$ cat config.mk
export PLATFORM = sky130hd
export DESIGN_NAME = e2r_angle_prep
export DESIGN_NICKNAME = d
export VERILOG_FILES = /design/src/hw/rtl/e2r_pkg.sv /design/src/hw/rtl/e2r_angle_prep.sv
export SDC_FILE = /design/constraint.sdc
export NUM_CORES = 1
export LEC_CHECK = 0
export BUFFER_PORTS_ARGS = -buffer_cell sky130_fd_sc_hd__buf_2
export CORE_UTILIZATION = 31
export DETAILED_ROUTE_END_ITERATION = 10
export GPL_TIMING_DRIVEN = 0
export HOLD_SLACK_MARGIN = 0.08
export PLACE_DENSITY_LB_ADDON = 0.2
export SLEW_MARGIN = 5
export SYNTH_ARGS = -nofsm -noshare
export SYNTH_HDL_FRONTEND = slang
export SYNTH_SLANG_ARGS = --single-unit
$ cat constraint.sdc
create_clock -name clk -period 10 [get_ports clk]
set_input_delay 2 -clock clk [delete_from_list [all_inputs] [get_ports clk]]
set_output_delay 2 -clock clk [all_outputs]
set_load 0.01 [all_outputs]
$ cat src/hw/rtl/e2r_pkg.sv
// Shared constants, types and helpers for the Euler-to-rotation pipeline.
// No dependencies.
`default_nettype none
package e2r_pkg;
	localparam int OutFracBits = 30;
	localparam int CordicIter = 24;
	localparam int AngW = 26;
	localparam int OutW = 32;
	localparam int ZW = 34;   // CORDIC working width (Q30 with headroom)

	localparam logic signed [ZW-1:0] CordicGain = 34'sd652032874;
	localparam logic signed [ZW-1:0] OneQ30 = 34'sd1073741824;
	localparam logic signed [31:0] DegFull = 32'sd23592960;
	localparam logic signed [31:0] DegHalf = 32'sd11796480;
	localparam logic signed [31:0] DegQuarter = 32'sd5898240;
	// pi in Q32 is 45 * PiDiv45 + 15, and 180*2^18 is 45*2^20, so the radian value is
	// (mag*PiDiv45 + floor(mag/3) + 2^19) >> 20.
	localparam logic [28:0] PiDiv45 = 29'd299845282;
	// floor(mag/3) = (mag * Recip3) >> 25, exact for mag below 2^23.
	localparam logic [23:0] Recip3 = 24'd11184811;

	typedef logic signed [ZW-1:0] q30_t;

	typedef struct packed {
		q30_t s;
		q30_t c;
	} sincos_t;

	typedef struct packed {
		logic [AngW-1:0] x;
		logic [AngW-1:0] y;
		logic [AngW-1:0] z;
	} angles_t;

	typedef struct packed {
		logic [OutW-1:0] r00;
		logic [OutW-1:0] r01;
		logic [OutW-1:0] r02;
		logic [OutW-1:0] r10;
		logic [OutW-1:0] r11;
		logic [OutW-1:0] r12;
		logic [OutW-1:0] r20;
		logic [OutW-1:0] r21;
		logic [OutW-1:0] r22;
	} matrix_t;

	function automatic q30_t atan_q30(input int i);
		logic [31:0] t;
		begin
			unique case (i)
				0: t = 32'h3243F6A8; 1: t = 32'h1DAC6705; 2: t = 32'h0FADBAFC;
				3: t = 32'h07F56EA6; 4: t = 32'h03FEAB76; 5: t = 32'h01FFD55B;
				6: t = 32'h00FFFAAA; 7: t = 32'h007FFF55; 8: t = 32'h003FFFEA;
				9: t = 32'h001FFFFD; 10: t = 32'h000FFFFF; 11: t = 32'h0007FFFF;
				12: t = 32'h0003FFFF; 13: t = 32'h0001FFFF; 14: t = 32'h0000FFFF;
				15: t = 32'h00007FFF; 16: t = 32'h00003FFF; 17: t = 32'h00001FFF;
				18: t = 32'h00000FFF; 19: t = 32'h000007FF; 20: t = 32'h000003FF;
				21: t = 32'h000001FF; 22: t = 32'h000000FF; 23: t = 32'h0000007F;
				24: t = 32'h0000003F; 25: t = 32'h0000001F; 26: t = 32'h0000000F;
				27: t = 32'h00000008; 28: t = 32'h00000004; 29: t = 32'h00000002;
				30: t = 32'h00000001;
				default: t = 32'h0;
			endcase
			atan_q30 = q30_t'(t);
		end
	endfunction

	function automatic q30_t clamp_one(input logic signed [ZW+1:0] v);
		begin
			if (v > (ZW+2)'(OneQ30)) clamp_one = OneQ30;
			else if (v < -(ZW+2)'(OneQ30)) clamp_one = -OneQ30;
			else clamp_one = q30_t'(v);
		end
	endfunction

	// Round a Q60 product to Q30 (add half, floor).
	function automatic logic signed [ZW+1:0] rnd30(input logic signed [63:0] p);
		logic signed [63:0] t;
		begin
			t = p + 64'sd536870912;
			rnd30 = (ZW+2)'(t >>> 30);
		end
	endfunction

	function automatic logic [OutW-1:0] to_out(input q30_t v);
		logic signed [ZW:0] t;
		localparam int Sh = 30 - OutFracBits;
		begin
			t = {v[ZW-1], v};
			if (Sh > 0) t = (t + (ZW+1)'(1 << (Sh > 0 ? Sh - 1 : 0))) >>> Sh;
			to_out = OutW'(t);
		end
	endfunction
endpackage
`default_nettype wire

$ cat src/hw/rtl/e2r_angle_prep.sv
// Angle reduction and degree-to-radian conversion for one angle, four stages.
// Depends on e2r_pkg.
`default_nettype none
module e2r_angle_prep import e2r_pkg::*; (
	input  wire logic            clk,
	input  wire logic            en,
	input  wire logic [AngW-1:0] ang,
	output q30_t                 z,
	output logic                 neg_cos
);
	// Stage 1: wrap to [-180,180). Input magnitude below 3*360 deg, so a few compares.
	logic signed [31:0] a, r1;
	logic signed [31:0] r_s1;
	always_comb begin
		a = 32'(signed'(ang));
		r1 = a;
		if (r1 >= DegFull + DegHalf) r1 = r1 - DegFull - DegFull;
		else if (r1 >= DegHalf) r1 = r1 - DegFull;
		else if (r1 < -DegFull - DegHalf) r1 = r1 + DegFull + DegFull;
		else if (r1 < -DegHalf) r1 = r1 + DegFull;
	end
	always_ff @(posedge clk) begin
		if (en) r_s1 <= r1;
	end

	// Stage 2: fold to [-90,90], take magnitude (below 2^23).
	logic signed [31:0] r2;
	logic nc2;
	logic [22:0] mag_s2;
	logic sgn_s2, nc_s2;
	always_comb begin
		r2 = r_s1;
		nc2 = 1'b0;
		if (r_s1 > DegQuarter) begin
			r2 = DegHalf - r_s1; nc2 = 1'b1;
		end else if (r_s1 < -DegQuarter) begin
			r2 = -DegHalf - r_s1; nc2 = 1'b1;
		end
	end
	always_ff @(posedge clk) begin
		if (en) begin
			mag_s2 <= r2[31] ? 23'(-r2) : 23'(r2);
			sgn_s2 <= r2[31];
			nc_s2 <= nc2;
		end
	end

	// Stage 3: mag * pi/45 (Q32) and mag/3 for the remainder term.
	logic [46:0] t3;
	logic [51:0] prod_s3;
	logic [21:0] third_s3;
	logic sgn_s3, nc_s3;
	always_comb t3 = 47'(mag_s2) * 47'(Recip3);
	always_ff @(posedge clk) begin
		if (en) begin
			prod_s3 <= 52'(mag_s2) * 52'(PiDiv45);
			third_s3 <= t3[46:25];
			sgn_s3 <= sgn_s2;
			nc_s3 <= nc_s2;
		end
	end

	// Stage 4: add rounding half, drop 20 bits, restore sign.
	logic [51:0] sum4;
	always_comb sum4 = prod_s3 + 52'(third_s3) + 52'd524288;
	always_ff @(posedge clk) begin
		if (en) begin
			z <= sgn_s3 ? -q30_t'(sum4[51:20]) : q30_t'(sum4[51:20]);
			neg_cos <= nc_s3;
		end
	end
endmodule
`default_nettype wire

==> impl_metrics.toml, run 1 <==
[cts]
clk-insertion-delay-late_ns = 0.49
cts_tree = "yes"
max_h_tree_level = 4
path_clk_slew_ns = 0.07
cts-buffers-inserted = 17
cts_max_path_buffers = 2
clock-sinks = 166
post_cts.resized_instances = 0
root_buffer = "clkbuf_16"
number_of_hold_repair_buffers_added_at_the_cts_stage = 0
postCtsSetupBuffers = 0

[worst_setup_path]
crit_path_end_kind = "flip-flop"
timing.critical_path.from = "mag_s2[11]"
r2r.worst_path.cells = 24
r2r_start = "mag_s2[11]"
critPathArrivalTime_ns = 9.12
cp_top_family = "adder cells"
required_ns = 10.23
timing.critical_path.to = "third_s3[20]"
cp_slowest_stage_delay_ns = 0.79
cp_cell_sequence = "ha_1 -> inv_1 -> fa_1 -> inv_1 -> fa_1 -> fa_1 -> inv_1 -> fa_1 -> inv_1 -> fa_1 -> inv_1 -> fa_1 -> inv_1 -> ha_1 -> a21oi_1 -> o21ai_0 -> or3_1 -> o2111ai_1 -> o21ai_1 -> a311oi_1 -> o21ai_1 -> a21o_1 -> a21oi_1 -> xnor2_1"
regToRegSetupSlack_ns = 1.11
critical_path_buf_inv_count = 6
startpoint_type = "flip-flop"
worstPathMaxFanout = 8
r2r_end = "third_s3[20]"
crit_type = "reg2reg"
cp_num_cells = 24
critPathSlowestCell = "edfxtp_1"

[floorplanning]
ioPinCount = 63
core_region_area_mm2 = 0.0826
die_w_um = 292
die_height_um = 292
start_util_pct = 31.6
core.rowCount = 105
fp.dieArea_mm2 = 0.0853

[synthesis]
postSynthNetCount = 3348
synthTopCellsByArea = "fa_1 28%, ha_1 21%, edfxtp_1 19%"
syn-cell-area_mm2 = 0.0261
post-synth-top-area-cell = "fa_1"
synth-edff-count = 166
synth.top_cell.area_share_pct = 28.3
syn_avg_cell_area_um2 = 10.4
ys_async_sr_fraction_pct = 0
synth_warnings = 0
ys_ff_latch = 166
synthMostInstantiatedCell = "inv_1"
synth.distinct_cells = 95
synth-main-ff-cell = "edfxtp_1"
synth_common_cells = "598 x inv_1, 444 x ha_1, 369 x fa_1"
seq_area_frac_synth_pct = 19.1
syn_inst = 2507

[timing]
setup-violations-final = 0
post-route-period-util_pct = 88.9
final_max_slew_viol_count = 0
grt_setup_unrepaired = "false"
worst-slew-pin-transition_ns = 0.980
final_critical_path_setup_slack_ns = 1.11
relSlewSlack_pct = 34.7
setup_tns_ns = 0
finalCriticalPeriod_ns = 8.89
clock-skew-final_ns = 0.0169
hold_violations = 0
fmaxAchievable_mhz = 112

[cells_and_area]
final_design_area_no_fill_mm2 = 0.0283
num_antenna_cells = 0
flow.area_growth_from_synthesis_pct = 8.71
fill_cells = 8350
post_layout_nonfiller_instances = 3670
final_net_count = 3430
layout_cell_share_with_drive_strength_beyond_1_pct = 5.54

[hold_path]
worstHoldStart = "nc_s2"
hold_path_class = "reg2reg"

[global_routing]
grt_overflow_total = 0
grt_pass1_vias = 18712
initial_antenna_violation_count = 0
grt_pass1_wl_mm = 109
maximum_number_of_pins_on_one_net_before_global_route_repair = 100
grt_util_all_layers_pct = 16.8

[routing]
postRouteAntennaNets = 0
via_per_inst = 4.78
final_routed_drc_violation_total = 0
drt_pass1_iterations = 5
drt-initial-drc-count = 705
wirelength_mm = 69.0
wl_per_cell_um = 18.8
detailroute.via_count = 17556

[placement]
placed_cells_incl_taps = 3640
io_buffer_count = 61
placed_area_mm2 = 0.0278
gpl.final_weighted_congestion = 0.908
dpl_worst_slack_ns = 1.03
detailedPlacementHpwl_mm = 58.9

[flow_run]
maxCapViolations = 0

[outcome]
run_status = "complete, no violations"
state kept, by name, indices dropped and copies added, names as in the netlist:
name      flops
prod_s3      51
z            34
r_s1         32
mag_s2       23
third_s3     21
nc_s2         1
nc_s3         1
neg_cos       1
sgn_s2        1
sgn_s3        1
stage by stage:
stage,hold WS (ns),util (%)
after floorplan,0.400,-
after global placement,0.420,33.5
after detailed placement,0.407,33.6
after CTS,0.409,34.3
after global routing,0.421,34.3
final,0.414,34.3
cell families (layout without fill, tap and decap cells):
| logic type | Yosys count | after routing | share of synthesized area [%] |
|---|---|---|---|
| simple gates | 374 | 374 | 7.44 |
| fa+ha+maj | 813 | 813 | 49.6 |
| compound gates | 370 | 370 | 9.39 |
| buf+inv | 628 | 721 | 9.15 |
| mux | 7 | 7 | 0.273 |
| flops | 166 | 166 | 19.1 |
| xor+xnor | 149 | 149 | 5.00 |
worst reg2reg max path, delay by kind of cell (launching register included):
kind	cells	cell delay [ns]
AOI/OAI and AO/OA	8	2.41
xor gates and xnor gates	1	0.10
adders and majority gates	8	4.33
buffers and inverters	6	0.57
DFF	1	0.79
and+or+nand+nor	1	0.40
area by class of cell:
type	instances	area, um2	share of cell area, %
repair buffers	63	370	1.31
plain buffers	29	139	0.490
clock inverters	12	133	0.468
flip-flops and latches	166	4980	17.6
well taps	1070	1340	4.72
inverters	599	2250	7.93
multi-input cells	1713	18700	66.0
clock buffers	18	429	1.51
how the worst min path moves through the flow:
stage                 end  slack [ns]  cells after the start
floorplan           nc_s3        0.40                      0
global placement    nc_s3        0.42                      0
detailed placement  nc_s3        0.41                      0
CTS                 nc_s3        0.41                      0
global route        nc_s3        0.42                      0
finish              nc_s3        0.41                      0
cells in the final DEF (no fill, tap or decap), types with 7 or more instances in the layout:
cell type | synthesis | layout
nor3_1 | 26 | 26
o21ai_1 | 8 | 8
nand2b_1 | 15 | 15
o31ai_1 | 7 | 7
ha_1 | 444 | 444
xor2_1 | 54 | 54
a21o_1 | 29 | 29
nor2_1 | 83 | 83
and2_1 | 7 | 7
nor2b_1 | 11 | 11
a21oi_1 | 116 | 116
nand3_1 | 39 | 39
o21a_1 | 11 | 11
clkbuf_16 | 0 | 17
and3_1 | 14 | 14
buf_2 | 7 | 67
o22ai_1 | 7 | 7
nand2_1 | 93 | 93
o21ai_0 | 70 | 70
fa_1 | 369 | 369
o211ai_1 | 16 | 16
xnor2_1 | 95 | 95
or3_1 | 8 | 8
o21bai_1 | 12 | 12
a31oi_1 | 18 | 18
edfxtp_1 | 166 | 166
clkbuf_1 | 15 | 16
inv_1 | 598 | 598
nand4_1 | 30 | 30
a211oi_1 | 10 | 10
routing by layer:
layer  track usage (%)  part of all wire [%]  up-vias
li1                  -                     -     8482
met1              22.0                    46     8759
met2              29.5                    50      272
met3              1.99                   2.7       43
met4              3.93                   1.6        0
met5                 0                     0        -
Power of run 1 is left out: the tool's default activity adds up to more than one toggle a clock period on the data nets, which glitch-free logic cannot reach.
==> run 2, diff against run 1 <==
--- a/config.mk
+++ b/config.mk
@@ -5,9 +5,9 @@
 export SDC_FILE = /design/constraint.sdc
 export NUM_CORES = 1
 export LEC_CHECK = 0
-export BUFFER_PORTS_ARGS = -buffer_cell sky130_fd_sc_hd__buf_2
 export CORE_UTILIZATION = 31
 export DETAILED_ROUTE_END_ITERATION = 10
+export DONT_BUFFER_PORTS = 1
 export GPL_TIMING_DRIVEN = 0
 export HOLD_SLACK_MARGIN = 0.08
 export PLACE_DENSITY_LB_ADDON = 0.2
==> constraint.sdc (replaced) <==
create_clock -name clk -period 10 [get_ports clk]
set_input_delay 3 -clock clk [delete_from_list [all_inputs] [get_ports clk]]
set_output_delay 3 -clock clk [all_outputs]
set_load 0.01 [all_outputs]
==> run 2 against run 1 <==
Effect of this change:
- first-iteration DRC count is 23% higher
- die area stayed put
- sequential share of layout area up 0.21 points
- core utilization decreased by 0.41 points
- maximum frequency down 0.93%
- non-clock buffer count shrank 62
- clock skew is 0.00090 ns higher
- worst hold slack improved by 0.019 ns
- register-to-register slack lost 0.08 ns
- final area down 1.2%
- highest routed layer unchanged
==> impl_metrics.toml, run 2 (same netlist as run 1, synthesis figures left out) <==
[outcome]
run_status = "complete, no violations"

[cts]
number_of_hold_repair_buffers_added_at_the_cts_stage = 0
cts-buffers-inserted = 17
cts_max_path_buffers = 2
cts_tree = "yes"
max_h_tree_level = 4
clk-insertion-delay-late_ns = 0.49
post_cts.resized_instances = 0
clock-sinks = 166
postCtsSetupBuffers = 0
path_clk_slew_ns = 0.07
root_buffer = "clkbuf_16"

[worst_setup_path]
regToRegSetupSlack_ns = 1.02
crit_path_end_kind = "flip-flop"
worstPathMaxFanout = 8
r2r.worst_path.cells = 24
startpoint_type = "flip-flop"
required_ns = 10.22
r2r_end = "third_s3[20]"
timing.critical_path.from = "mag_s2[11]"
crit_type = "reg2reg"
timing.critical_path.to = "third_s3[20]"
r2r_start = "mag_s2[11]"
critPathArrivalTime_ns = 9.20

[cells_and_area]
flow.area_growth_from_synthesis_pct = 7.41
reg_top3 = "prod_s3 x51, z x34, r_s1 x32"
num_antenna_cells = 0
fill_cells = 8305
largest_register_ffs = 51
leading_cell_types_in_the_layout_fill_and_taps_excluded = "598 x inv_1, 444 x ha_1, 369 x fa_1"
layout_cell_share_with_drive_strength_beyond_1_pct = 3.35
final_design_area_no_fill_mm2 = 0.0280
multi_input_comb_area_mm2 = 0.0187
final_net_count = 3368
final-seq-area_mm2 = 0.00498
layout_commonest_cell = "inv_1"
utilization_after_layout_pct = 33.9
registers.top_by_ff_count = "prod_s3"

[global_routing]
grt_util_all_layers_pct = 16.4
grt_pass1_vias = 18488
grt_pass1_wl_mm = 106
initial_antenna_violation_count = 1
maximum_number_of_pins_on_one_net_before_global_route_repair = 167
grt_overflow_total = 0

[floorplanning]
core.rowCount = 105
die_height_um = 292
ioPinCount = 63
die_w_um = 292
core_region_area_mm2 = 0.0826
start_util_pct = 31.6
fp.dieArea_mm2 = 0.0853

[placement]
placed_area_mm2 = 0.0274
gpl.final_weighted_congestion = 0.925
io_buffer_count = 0
dpl_worst_slack_ns = 0.963
detailedPlacementHpwl_mm = 57.4

[hold_path]
hold_path_class = "reg2reg"

[timing]
setup-violations-final = 0
post-route-period-util_pct = 89.8
worst-slew-pin-transition_ns = 0.972
fmaxAchievable_mhz = 111
grt_setup_unrepaired = "false"
finalCriticalPeriod_ns = 8.98
setup_tns_ns = 0
relSlewSlack_pct = 35.2
final_critical_path_setup_slack_ns = 1.02
final_max_slew_viol_count = 0
hold_violations = 0
clock-skew-final_ns = 0.0178

[routing]
detailroute.via_count = 17186
postRouteAntennaNets = 0
drt-initial-drc-count = 864
final_routed_drc_violation_total = 0
wl_per_cell_um = 18.7
drt_pass1_iterations = 5
wirelength_mm = 67.4
via_per_inst = 4.76

[flow_run]
maxCapViolations = 0
[run 2: cell types whose count changed in the layout (fill, tap and decap cells not counted), sizes merged]
cell	change
buf	-62
inv	+6
clkinv	-3
bufinv	-2
clkinvlp	+1
[run 2: per-layer routing]
layer / global-route usage, % / up-vias / share of wire (%)
li1: - / 8363 / -
met1: 21.8 / 8489 / 47
met2: 27.8 / 269 / 48
met3: 1.91 / 65 / 2.4
met4: 4.83 / 0 / 2.1
met5: 0 / - / 0
[run 2: worst min path at each step]
| stage | from | to | slack (ns) | cells after the start |
|---|---|---|---|---|
| after floorplan | nc_s2 | nc_s3 | 0.40 | 0 |
| after global placement | nc_s3 | neg_cos | 0.42 | 0 |
| after detailed placement | nc_s3 | neg_cos | 0.41 | 0 |
| after CTS | nc_s3 | neg_cos | 0.44 | 0 |
| after global routing | nc_s3 | neg_cos | 0.44 | 0 |
| final | nc_s3 | neg_cos | 0.43 | 0 |
[run 2: area by class of cell]
| type | count | share of cell area [%] |
|---|---|---|
| Buffer | 29 | 0.496 |
| Timing Repair Buffer | 1 | 0.0983 |
| Inverter | 599 | 8.03 |
| Clock inverter | 14 | 0.491 |
| Tap cell | 1070 | 4.78 |
| Multi-Input combinational cell | 1713 | 66.8 |
| Sequential cell | 166 | 17.8 |
| Clock buffer | 18 | 1.53 |
[run 2: stage by stage]
stage	instances	hold slack (ns)
final	3610	0.433
after global routing	3610	0.442
after CTS	3610	0.438
after detailed placement	3578	0.415
after global placement	3577	0.418
after floorplan	2507	0.400
[run 2: critical path, stage by stage, from the launching register on]
cell and delay [ns]:
edfxtp_1 0.88, ha_1 0.66, inv_1 0.22, fa_1 0.61
inv_1 0.12, fa_1 0.58, fa_1 0.67, inv_1 0.08
fa_1 0.54, inv_1 0.05, fa_1 0.53, inv_1 0.06
fa_1 0.54, inv_1 0.05, ha_1 0.18, a21oi_1 0.18
o21ai_0 0.15, or3_1 0.39, o2111ai_1 0.34, o21ai_1 0.27
a311oi_1 0.70, o21ai_1 0.34, a21o_1 0.28, a21oi_1 0.18
xnor2_1 0.10
Power of run 2 is left out for the same reason.
==> run 3, diff against run 2 <==
--- a/config.mk
+++ b/config.mk
@@ -5,13 +5,14 @@
 export SDC_FILE = /design/constraint.sdc
 export NUM_CORES = 1
 export LEC_CHECK = 0
+export ABC_AREA = 1
 export CORE_UTILIZATION = 31
 export DETAILED_ROUTE_END_ITERATION = 10
 export DONT_BUFFER_PORTS = 1
 export GPL_TIMING_DRIVEN = 0
 export HOLD_SLACK_MARGIN = 0.08
 export PLACE_DENSITY_LB_ADDON = 0.2
-export SLEW_MARGIN = 5
+export SLEW_MARGIN = 20
 export SYNTH_ARGS = -nofsm -noshare
 export SYNTH_HDL_FRONTEND = slang
 export SYNTH_SLANG_ARGS = --single-unit
==> constraint.sdc (replaced) <==
create_clock -name clk -period 10.9 [get_ports clk]
set_input_delay 3.27 -clock clk [delete_from_list [all_inputs] [get_ports clk]]
set_output_delay 3.27 -clock clk [all_outputs]
set_load 0.01 [all_outputs]
==> run 3 against run 2 <==
Effect of this change:
- synthesized cell count increased by 43%
- critical endpoint is now third_s3[9]
- critical path type unchanged
- final cell count increased by 35%
- sequential share of layout area decreased by 2.1 points
- clock skew increased by 0.0014 ns
- register-to-register slack improved by 1.7 ns
- highest routed layer unchanged
==> impl_metrics.toml, run 3 <==
[outcome]
run_status = "complete, no violations"

[timing]
final_max_slew_viol_count = 0
worst-slew-pin-transition_ns = 1.13
hold_violations = 0
relSlewSlack_pct = 23.8
setup-violations-final = 0
finalCriticalPeriod_ns = 8.22
clock-skew-final_ns = 0.0192
post-route-period-util_pct = 75.4
grt_setup_unrepaired = "false"
fmaxAchievable_mhz = 122
setup_tns_ns = 0

[global_routing]
maximum_number_of_pins_on_one_net_before_global_route_repair = 167
grt_pass1_vias = 22804
grt_pass1_wl_mm = 131
grt_util_all_layers_pct = 17.7
grt_overflow_total = 0
initial_antenna_violation_count = 1

[cts]
cts_max_path_buffers = 2
clk-insertion-delay-late_ns = 0.51
max_h_tree_level = 4
post_cts.resized_instances = 0
cts_tree = "yes"
postCtsSetupBuffers = 0
number_of_hold_repair_buffers_added_at_the_cts_stage = 0
cts-buffers-inserted = 17
clock-sinks = 166
path_clk_slew_ns = 0.08
root_buffer = "clkbuf_16"

[floorplanning]
die_w_um = 311
start_util_pct = 31.5
ioPinCount = 63
core_region_area_mm2 = 0.0939
die_height_um = 311
fp.dieArea_mm2 = 0.0966
core.rowCount = 112

[worst_setup_path]
r2r.worst_path.cells = 24
critPathArrivalTime_ns = 8.43
worstPathMaxFanout = 8
crit_path_end_kind = "flip-flop"
crit_type = "reg2reg"
required_ns = 11.11
startpoint_type = "flip-flop"

[synthesis]
synth.distinct_cells = 53
syn-cell-area_mm2 = 0.0295
synthMostInstantiatedCell = "inv_1"
yosys.area_share.simple_pct = 17.8
synth_top_family_by_area = "adder cells"
syn_avg_cell_area_um2 = 8.27
synth-compound-area-share_pct = 6.05
seq_area_frac_synth_pct = 16.9
post-synth-top-area-cell = "fa_1"
synth-main-ff-cell = "edfxtp_1"
syn_inst = 3573
synthTopCellsByArea = "fa_1 25%, ha_1 19%, edfxtp_1 17%"
synth.area.mux_share_pct = 0
synth_common_cells = "891 x inv_1, 705 x nand2_1, 444 x ha_1"
synth.top_cell.area_share_pct = 25.0
ys_ff_latch = 166
post_synth_fa_ha_maj_area_fraction_pct = 43.8
synth-edff-count = 166
synth_warnings = 0
postSynthNetCount = 4414
synth_xor_xnor_area_share_pct = 3.55
ys_async_sr_fraction_pct = 0

[flow_run]
maxCapViolations = 0

[cells_and_area]
final_net_count = 4435
flow.area_growth_from_synthesis_pct = 7.48
reg_top3 = "prod_s3 x51, z x34, r_s1 x32"
layout_commonest_cell = "inv_1"
final-seq-area_mm2 = 0.00498
largest_register_ffs = 51
registers.top_by_ff_count = "prod_s3"
layout_cell_share_with_drive_strength_beyond_1_pct = 3.49
fill_cells = 10042
leading_cell_types_in_the_layout_fill_and_taps_excluded = "891 x inv_1, 705 x nand2_1, 444 x ha_1"
utilization_after_layout_pct = 33.8
multi_input_comb_area_mm2 = 0.0210

[hold_path]
hold_path_depth = 0
hold_path_class = "reg2reg"

[placement]
io_buffer_count = 0
detailedPlacementHpwl_mm = 73.4
gpl.final_weighted_congestion = 0.936

[routing]
wirelength_mm = 83.8
final_routed_drc_violation_total = 0
via_per_inst = 4.59
drt-initial-drc-count = 1132
wl_per_cell_um = 17.2
postRouteAntennaNets = 0
drt_pass1_iterations = 5
detailroute.via_count = 22304
## run 3: per-stage QoR
stage,cell area [um2],instances,hold slack [ns],setup WS [ns]
floorplan,29500,3573,0.400,4.65
global placement,31100,4827,0.405,2.80
detailed placement,31100,4829,0.410,2.82
CTS,31800,4861,0.430,2.78
global route,31800,4861,0.443,2.42
finish,31800,4862,0.426,2.68
## run 3: cell families (layout without fill, tap and decap cells)
family / Yosys count / in the layout
compound gates: 318 / 318
flops: 166 / 166
xor+xnor: 119 / 119
other cells: 0 / 1
fa+ha+maj: 813 / 813
buf+inv: 923 / 957
simple gates: 1234 / 1234
## run 3: final cells by class
cell class              instances  area share, %
inverters                     902           10.7
flip-flops and latches        166           15.7
clock inverters                15          0.579
well taps                    1254           4.94
multi-input cells            2484           66.3
clock buffers                  17           1.34
diodes                          1        0.00788
plain buffers                  21          0.410
repair buffers                  2         0.0946
## run 3: worst paths after layout
kind                                     to  slack, ns        from
worst max-delay path            third_s3[9]       2.68  mag_s2[11]
worst min-delay path                neg_cos       0.43       nc_s3
worst max register to register  third_s3[9]       2.68  mag_s2[11]
worst min register to register      neg_cos       0.43       nc_s3
## run 3: per-layer routing
layer	vias to the layer above	track usage (%)	share of wire (%)
met5	-	0	0
met3	81	2.31	3.8
met4	0	4.49	2.1
met2	419	30.2	48
met1	10598	23.5	46
li1	11206	-	-
## run 3: critical path, cell delays in order (launching register included)
cell and delay (ns):
edfxtp_1 0.89, ha_1 0.63, inv_1 0.25, fa_1 0.60, inv_1 0.15, fa_1 0.57, fa_1 0.64, inv_1 0.07
fa_1 0.53, inv_1 0.05, fa_1 0.56, inv_1 0.06, fa_1 0.54, inv_1 0.05, ha_1 0.35, nand2_1 0.10
nor2_1 0.11, inv_1 0.07, nor2_1 0.13, nand3_1 0.08, o21ai_0 0.49, a21oi_1 0.20, nor2_1 0.13, nor2_1 0.07
xnor2_1 0.57
Power of run 3 is left out for the same reason.
